`src/rtl/ddid_pkg.sv`:
```
// ----------------------------------------------------------------------------
// ddid_pkg
// Types, constants and calendar functions for the date difference block.
// ----------------------------------------------------------------------------
package ddid_pkg;

	localparam int unsigned YEAR_W  = 12;
	localparam int unsigned MONTH_W = 4;
	localparam int unsigned DAY_W   = 5;
	localparam int unsigned DAYS_W  = 21;

	localparam logic [YEAR_W-1:0] MIN_YEAR_RST = 12'd1900;
	localparam logic [YEAR_W-1:0] MAX_YEAR_RST = 12'd2025;

	typedef enum logic [1:0] {
		STATUS_AHEAD   = 2'd0,
		STATUS_SAME    = 2'd1,
		STATUS_LATER   = 2'd2,
		STATUS_INVALID = 2'd3
	} status_t;

	typedef enum logic [0:0] {
		CFG_MIN_YEAR = 1'b0,
		CFG_MAX_YEAR = 1'b1
	} cfg_index_t;

	// Reciprocal of 100 scaled by 2^19; exact floor for operands below 43690
	localparam logic [25:0] RECIP_100 = 26'd5243;

	function automatic logic [8:0] month_start(input logic [MONTH_W-1:0] m);
		logic [8:0] s;
		case (m)
			4'd1:    s = 9'd0;
			4'd2:    s = 9'd31;
			4'd3:    s = 9'd59;
			4'd4:    s = 9'd90;
			4'd5:    s = 9'd120;
			4'd6:    s = 9'd151;
			4'd7:    s = 9'd181;
			4'd8:    s = 9'd212;
			4'd9:    s = 9'd243;
			4'd10:   s = 9'd273;
			4'd11:   s = 9'd304;
			4'd12:   s = 9'd334;
			default: s = 9'd0;
		endcase
		return s;
	endfunction

	function automatic logic [DAY_W-1:0] month_len(input logic [MONTH_W-1:0] m,
	                                               input logic leap);
		logic [DAY_W-1:0] l;
		case (m)
			4'd2:                        l = leap ? 5'd29 : 5'd28;
			4'd4, 4'd6, 4'd9, 4'd11:     l = 5'd30;
			4'd1, 4'd3, 4'd5, 4'd7,
			4'd8, 4'd10, 4'd12:          l = 5'd31;
			default:                     l = 5'd0;
		endcase
		return l;
	endfunction

	function automatic logic [6:0] div100(input logic [12:0] x);
		logic [25:0] p;
		p = 26'(x) * RECIP_100;
		return p[25:19];
	endfunction

	// Full Gregorian rule
	function automatic logic is_leap(input logic [YEAR_W-1:0] y);
		logic [6:0]  q;
		logic [13:0] back;
		logic        cent;
		q    = div100({1'b0, y});
		back = 14'(q) * 14'd100;
		cent = (back == 14'(y));
		return (y[1:0] == 2'b00) && (!cent || (q[1:0] == 2'b00));
	endfunction

	// Days since 1 January of year 0; month assumed 1 to 12
	function automatic logic [DAYS_W-1:0] day_number(input logic [MONTH_W-1:0] m,
	                                                 input logic [DAY_W-1:0] d,
	                                                 input logic [YEAR_W-1:0] y,
	                                                 input logic leap);
		logic [12:0]        c4;
		logic [6:0]         c100;
		logic [6:0]         c400x4;
		logic [10:0]        leaps;
		logic [DAYS_W-1:0]  n;
		c4     = (13'(y) + 13'd3) >> 2;
		c100   = div100(13'(y) + 13'd99);
		c400x4 = div100(13'(y) + 13'd399);
		leaps  = 11'(c4) - 11'(c100) + 11'(c400x4[6:2]);
		n = DAYS_W'(y) * 21'd365 + DAYS_W'(leaps) + DAYS_W'(month_start(m))
		    + DAYS_W'(d) - 21'd1;
		if (m > 4'd2 && leap)
			n = n + 21'd1;
		return n;
	endfunction

endpackage

```
`src/rtl/date_difference_in_days.sv`:
```
// A request is held in the input register, its result in the result register.
// Throughput: one request per cycle while res_stall is low; while a result
// waits to be read, a request is taken only into an empty input register.
// Reset clears both valid flags and loads the year bounds to 1900 and 2025.
// ----------------------------------------------------------------------------
// date_difference_in_days
// Validates two calendar dates, reports their order and how many days the second is ahead.
// ----------------------------------------------------------------------------
module date_difference_in_days (
	input  logic                    clk,
	input  logic                    arst_n,
	input  logic                    cfg_we,
	input  ddid_pkg::cfg_index_t    cfg_index,
	input  logic [11:0]             cfg_data,
	input  logic                    req_valid,
	output logic                    req_stall,
	input  logic [3:0]              first_month,
	input  logic [4:0]              first_day,
	input  logic [11:0]             first_year,
	input  logic [3:0]              second_month,
	input  logic [4:0]              second_day,
	input  logic [11:0]             second_year,
	output logic                    res_valid,
	input  logic                    res_stall,
	output ddid_pkg::status_t       status,
	output logic [20:0]             days_ahead
);
	import ddid_pkg::*;

	logic [YEAR_W-1:0]  min_year_q, max_year_q;

	logic               valid_s1;
	logic [MONTH_W-1:0] m1_s1, m2_s1;
	logic [DAY_W-1:0]   d1_s1, d2_s1;
	logic [YEAR_W-1:0]  y1_s1, y2_s1;

	logic               valid_s2;
	status_t            status_s2;
	logic [DAYS_W-1:0]  days_s2;

	logic               load_s2, load_s1;
	logic               leap1, leap2, ok1, ok2;
	logic [DAYS_W-1:0]  n1, n2;
	logic [DAYS_W:0]    diff;
	status_t            status_d;
	logic [DAYS_W-1:0]  days_d;

	always_ff @(posedge clk or negedge arst_n) begin
		if (!arst_n) begin
			min_year_q <= MIN_YEAR_RST;
			max_year_q <= MAX_YEAR_RST;
		end else if (cfg_we) begin
			unique case (cfg_index)
				CFG_MIN_YEAR: min_year_q <= cfg_data;
				CFG_MAX_YEAR: max_year_q <= cfg_data;
				default: ;
			endcase
		end
	end

	// Result register moves when empty or read; input register when empty or when it can drain
	assign load_s2   = !valid_s2 || !res_stall;
	assign load_s1   = !valid_s1 || load_s2;
	assign req_stall = !load_s1;

	always_ff @(posedge clk or negedge arst_n) begin
		if (!arst_n) begin
			valid_s1 <= 1'b0;
		end else if (load_s1) begin
			valid_s1 <= req_valid;
		end
	end

	always_ff @(posedge clk) begin
		if (load_s1 && req_valid) begin
			m1_s1 <= first_month;
			d1_s1 <= first_day;
			y1_s1 <= first_year;
			m2_s1 <= second_month;
			d2_s1 <= second_day;
			y2_s1 <= second_year;
		end
	end

	always_comb begin
		leap1 = is_leap(y1_s1);
		leap2 = is_leap(y2_s1);
		ok1 = (m1_s1 >= 4'd1) && (m1_s1 <= 4'd12) && (y1_s1 >= min_year_q)
		      && (y1_s1 <= max_year_q) && (d1_s1 != 5'd0)
		      && (d1_s1 <= month_len(m1_s1, leap1));
		ok2 = (m2_s1 >= 4'd1) && (m2_s1 <= 4'd12) && (y2_s1 >= min_year_q)
		      && (y2_s1 <= max_year_q) && (d2_s1 != 5'd0)
		      && (d2_s1 <= month_len(m2_s1, leap2));
		n1   = day_number(m1_s1, d1_s1, y1_s1, leap1);
		n2   = day_number(m2_s1, d2_s1, y2_s1, leap2);
		diff = {1'b0, n2} - {1'b0, n1};
		days_d = '0;
		if (!(ok1 && ok2)) begin
			status_d = STATUS_INVALID;
		end else if (diff == '0) begin
			status_d = STATUS_SAME;
		end else if (diff[DAYS_W]) begin
			status_d = STATUS_LATER;
		end else begin
			status_d = STATUS_AHEAD;
			days_d   = diff[DAYS_W-1:0];
		end
	end

	always_ff @(posedge clk or negedge arst_n) begin
		if (!arst_n) begin
			valid_s2 <= 1'b0;
		end else if (load_s2) begin
			valid_s2 <= valid_s1;
		end
	end

	always_ff @(posedge clk) begin
		if (load_s2 && valid_s1) begin
			status_s2 <= status_d;
			days_s2   <= days_d;
		end
	end

	assign res_valid  = valid_s2;
	assign status     = status_s2;
	assign days_ahead = days_s2;

endmodule

```
`config.mk`:
```
export PLATFORM = sky130hd
export DESIGN_NAME = date_difference_in_days
export DESIGN_NICKNAME = d
export VERILOG_FILES = /design/src/rtl/ddid_pkg.sv /design/src/rtl/date_difference_in_days.sv
export SDC_FILE = /design/constraint.sdc
export NUM_CORES = 2
export LEC_CHECK = 0
export BUFFER_PORTS_ARGS = -buffer_cell sky130_fd_sc_hd__buf_2
export CORE_MARGIN = 2
export CORE_UTILIZATION = 45
export DETAILED_ROUTE_END_ITERATION = 10
export GPL_ROUTABILITY_DRIVEN = 0
export HOLD_SLACK_MARGIN = 0.02
export PLACE_DENSITY = 0.68
export SLEW_MARGIN = 0
export SYNTH_ARGS = -nofsm -noshare
export SYNTH_HDL_FRONTEND = slang
export SYNTH_SLANG_ARGS = --single-unit
```
`constraint.sdc`:
```
create_clock -name clk -period 14.63 [get_ports clk]
set_clock_uncertainty 0.15 [all_clocks]
set_input_delay 2.926 -clock clk [delete_from_list [all_inputs] [get_ports clk]]
set_output_delay 2.926 -clock clk [all_outputs]
set_load 0.01 [all_outputs]
```
==> results.txt <==
----------------------------------------------------
[Yosys]
  Flop and latch count out of synthesis ... 109
  Primary FF master, synth ... sky130_fd_sc_hd__edfxtp_1
  Post-Synthesis Cells ... 3605
  Syn_nets ... 4953
  Number of synthesized flops with an enable pin ... 65
  Share of async-settable or async-resettable flops after synthesis ... 23.9%
  Synthesized area divided by synthesized cell count ... 9.57 um^2
  Count of warnings emitted by yosys ... 0
  Post-synthesis instance area ... 34500 um^2
  Share of the yosys chip area belonging to registers ... 8.64%
  Count of different cell masters after synthesis ... 87

[Worst setup path]
  Delay contributed by the slowest stage of the critical path ... 0.53 ns
  Cell with the largest stage delay on the worst path ... sky130_fd_sc_hd__fa_1
  WP data required ... 14.64 ns
  Most common cell type on the critical path ... sky130_fd_sc_hd__fa_1
  Internal reg-to-reg setup slack ... 0.26 ns
  Worst endpoint data arrival time ... 14.38 ns
  Critical setup path kind ... register to register
  Kind of capture point of the worst setup path ... register
  Maximum net fanout on the critical path ... 7
  Startpoint type of the worst setup path ... register
  Worst reg-to-reg path cell count ... 66

[GRT]
  Number of global-route vias before repair ... 26300
  Wire length of the first global-routing pass ... 138 mm
  Largest net degree at the start of global routing ... 36
  Global routing usage summed across all routing layers ... 22.3%
  Overall overflow remaining after global route ... 0
  Number of antenna violations at the first check in global routing ... 0

[Cells and area]
  Fraction of final layout cells with drive strength greater than 1 ... 18.5%
  Area delta synth->final ... 17.1%
  Sequential cell area in the final layout ... 2980 um^2
  Layout net count ... 5310
  Fill cell total of the finished layout ... 6659
  Footprint of the multi-input gates ... 29600 um^2
  Count of inserted antenna diode cells ... 0

[Route]
  Antenna Violating Nets Remaining ... 0
  Post-detailed-route wirelength per cell ... 17.4 um
  Total wirelength of the detailed-routed design ... 86.8 mm
  Number of iterations in the first detailed-routing pass ... 5
  Drc violations ... 0
  Vias per cell ... 5.17
  Number of DRC markers in iteration 0 ... 1446
  Via total after detailed routing ... 25800

[Floorplan]
  Initial core utilization ... 45.4%
  Placeable Area ... 75900 um^2
  Area of the die ... 78900 um^2
  Number of standard-cell rows in the floorplan ... 101
  I/O pin count ... 85
  Die Y ... 281 um
  Die width ... 281 um

[Clocking]
  Clock Sink Count ... 109
  TritonCTS Buffers ... 9
  Clock-pin transition on the worst setup and hold timing paths ... 0.08 ns
  Later-pin clock latency in the skew report ... 0.41 ns
  Buffer levels on the longest clock path ... 2
  CTS tree ... built
  Number of H-tree levels ... 3
  Number of buffers added to fix hold violations after cts ... 0
  Cell at the root of the clock tree ... sky130_fd_sc_hd__clkbuf_16

[Worst hold path]
  Number of stages on the worst hold path ... 1
  Path class of the lowest-slack min-delay path ... register to register

[Timing]
  Setup TNS ... 0 ns
  Pins Over Slew Limit ... 0
  Worst-Margin Slew ... 1.22 ns
  Slew HR ... 16.4%
  Maximum clock frequency ... 0.0696 GHz
  Finish-stage setup viols ... 0
  Final hold violation count ... 0
  Part of the cycle the worst path needs ... 98.2%
  RSZ-0062 raised after global routing ... true
  Shortest clock period the worst path allows after layout ... 14.37 ns

[Place]
  Buffers on Ports ... 84
  Post-DP HPWL ... 73.3 mm

[Outcome]
  Run status ... completed

[Job]
  Max-capacitance violation count ... 0

----------------------------------------------------
-- cells by family (layout without fill, tap and decap cells) --
kind of cell / count (synthesis) / after routing / share of synthesized area (%)
fa+ha+maj: 1289 / 1289 / 56.5
mux: 36 / 36 / 1.12
xor+xnor: 269 / 269 / 6.99
compound gates: 471 / 471 / 9.06
flops: 109 / 109 / 8.64
buf+inv: 942 / 1304 / 10.3
simple gates: 489 / 489 / 7.35
-- final timing paths --
| check | start | endpoint |
|---|---|---|
| setup / recovery | y2_s1[2] | days_ahead[2] |
| hold / removal | valid_s1 | res_valid |
| setup reg to reg | y2_s1[2] | days_ahead[2] |
| hold reg to reg | valid_s1 | res_valid |
| max in group asynchronous | arst_n | max_year_q[2] |
| min in group asynchronous | arst_n | max_year_q[11] |
-- critical path, delay by kind of cell (launching register included) --
kind,cells,cell delay [ns]
AOI/OAI and AO/OA,15,3.00
and+or+nand+nor,17,2.29
xor gates and xnor gates,4,0.63
buffers and inverters,15,1.63
DFF,1,0.51
adders and majority gates,15,5.91
-- through the flow --
step | util [%] | instance area (um^2) | hold slack (ns) | std cells | setup WS [ns]
final | 53.2 | 40400 | 0.332 | 4997 | 0.258
after CTS | 50.7 | 38500 | 0.340 | 4937 | 0.00135
after detailed placement | 49.8 | 37800 | 0.323 | 4903 | -0.394
after global placement | 49.8 | 37800 | 0.309 | 4903 | -0.111
after floorplan | - | 34600 | 0.293 | 3605 | 0.000782
after global routing | 53.2 | 40400 | 0.363 | 4997 | -0.332
-- what timing repair did --
action / CTS / global route
gates cloned: 0 / 1
pin swaps: 23 / 200
endpoints found under the hold margin: 0 / 0
setup endpoints to repair: 23 / 23
resized for setup: 51 / 303
buffers inserted: 18 / 60
-- cells in the final DEF, fill, tap and decap left out, types with 18 or more instances in the layout --
| master | synthesis | routed |
|---|---|---|
| sky130_fd_sc_hd__o21ai_2 | 0 | 18 |
| sky130_fd_sc_hd__nand2b_1 | 33 | 27 |
| sky130_fd_sc_hd__o21a_1 | 24 | 24 |
| sky130_fd_sc_hd__edfxtp_1 | 65 | 65 |
| sky130_fd_sc_hd__buf_6 | 1 | 20 |
| sky130_fd_sc_hd__nand2_1 | 107 | 99 |
| sky130_fd_sc_hd__nor2_1 | 122 | 96 |
| sky130_fd_sc_hd__fa_1 | 450 | 444 |
| sky130_fd_sc_hd__a21oi_1 | 111 | 75 |
| sky130_fd_sc_hd__xnor2_1 | 181 | 149 |
| sky130_fd_sc_hd__mux2_2 | 21 | 21 |
| sky130_fd_sc_hd__xor2_1 | 84 | 80 |
| sky130_fd_sc_hd__a21o_1 | 68 | 68 |
| sky130_fd_sc_hd__inv_2 | 0 | 39 |
| sky130_fd_sc_hd__xnor2_2 | 0 | 28 |
| sky130_fd_sc_hd__a21oi_2 | 0 | 32 |
| sky130_fd_sc_hd__nor3_1 | 39 | 31 |
| sky130_fd_sc_hd__inv_1 | 912 | 872 |
| sky130_fd_sc_hd__ha_4 | 0 | 33 |
| sky130_fd_sc_hd__buf_4 | 0 | 266 |
| sky130_fd_sc_hd__o21ai_0 | 106 | 83 |
| sky130_fd_sc_hd__nor2b_1 | 35 | 30 |
| sky130_fd_sc_hd__nand3_1 | 29 | 27 |
| sky130_fd_sc_hd__dfxtp_1 | 18 | 18 |
| sky130_fd_sc_hd__nor2_2 | 0 | 18 |
| sky130_fd_sc_hd__o21bai_1 | 23 | 21 |
| sky130_fd_sc_hd__nand4_1 | 26 | 26 |
| sky130_fd_sc_hd__ha_1 | 838 | 796 |
| sky130_fd_sc_hd__buf_2 | 3 | 84 |
-- final cells by class --
class | count | share of cell area, %
inverters | 913 | 8.50
repair buffers | 375 | 6.80
clock inverters | 6 | 0.239
well taps | 1030 | 3.19
clock buffers | 10 | 0.567
flip-flops and latches | 109 | 7.38
multi-input cells | 2554 | 73.3
-- cells in the mapped netlist, drive strengths merged (11+ instances only) --
master / n / area (um^2)
nand2: 108 / 413
xor2: 84 / 736
fa: 450 / 9010
dfrtp: 11 / 275
o21a: 24 / 180
nor2b: 35 / 219
mux2i: 15 / 150
nor2: 122 / 458
inv: 912 / 3420
a21o: 68 / 510
o21bai: 23 / 173
a211o: 15 / 131
nor3: 40 / 205
nor4: 11 / 75.1
and3: 24 / 150
o21ai: 115 / 576
edfxtp: 65 / 1950
ha: 838 / 10500
a21oi: 111 / 556
nand3: 29 / 145
clkbuf: 25 / 96.3
and2: 16 / 100
a211oi: 21 / 168
xnor2: 181 / 1590
mux2: 21 / 236
nand4: 27 / 184
dfxtp: 18 / 360
dfstp: 15 / 394
nand2b: 33 / 206
-- layer usage --
layer | global-route usage (%) | wire, um | vias to the layer above
li1 | - | - | 12400
met1 | 31.7 | 40900 | 12700
met2 | 37.1 | 40400 | 590
met3 | 2.22 | 3890 | 112
met4 | 3.78 | 1660 | 0
met5 | 0 | 0 | -
Power is left out: the tool's default activity adds up to more than one toggle a clock period on the data nets, which glitch-free logic cannot reach.
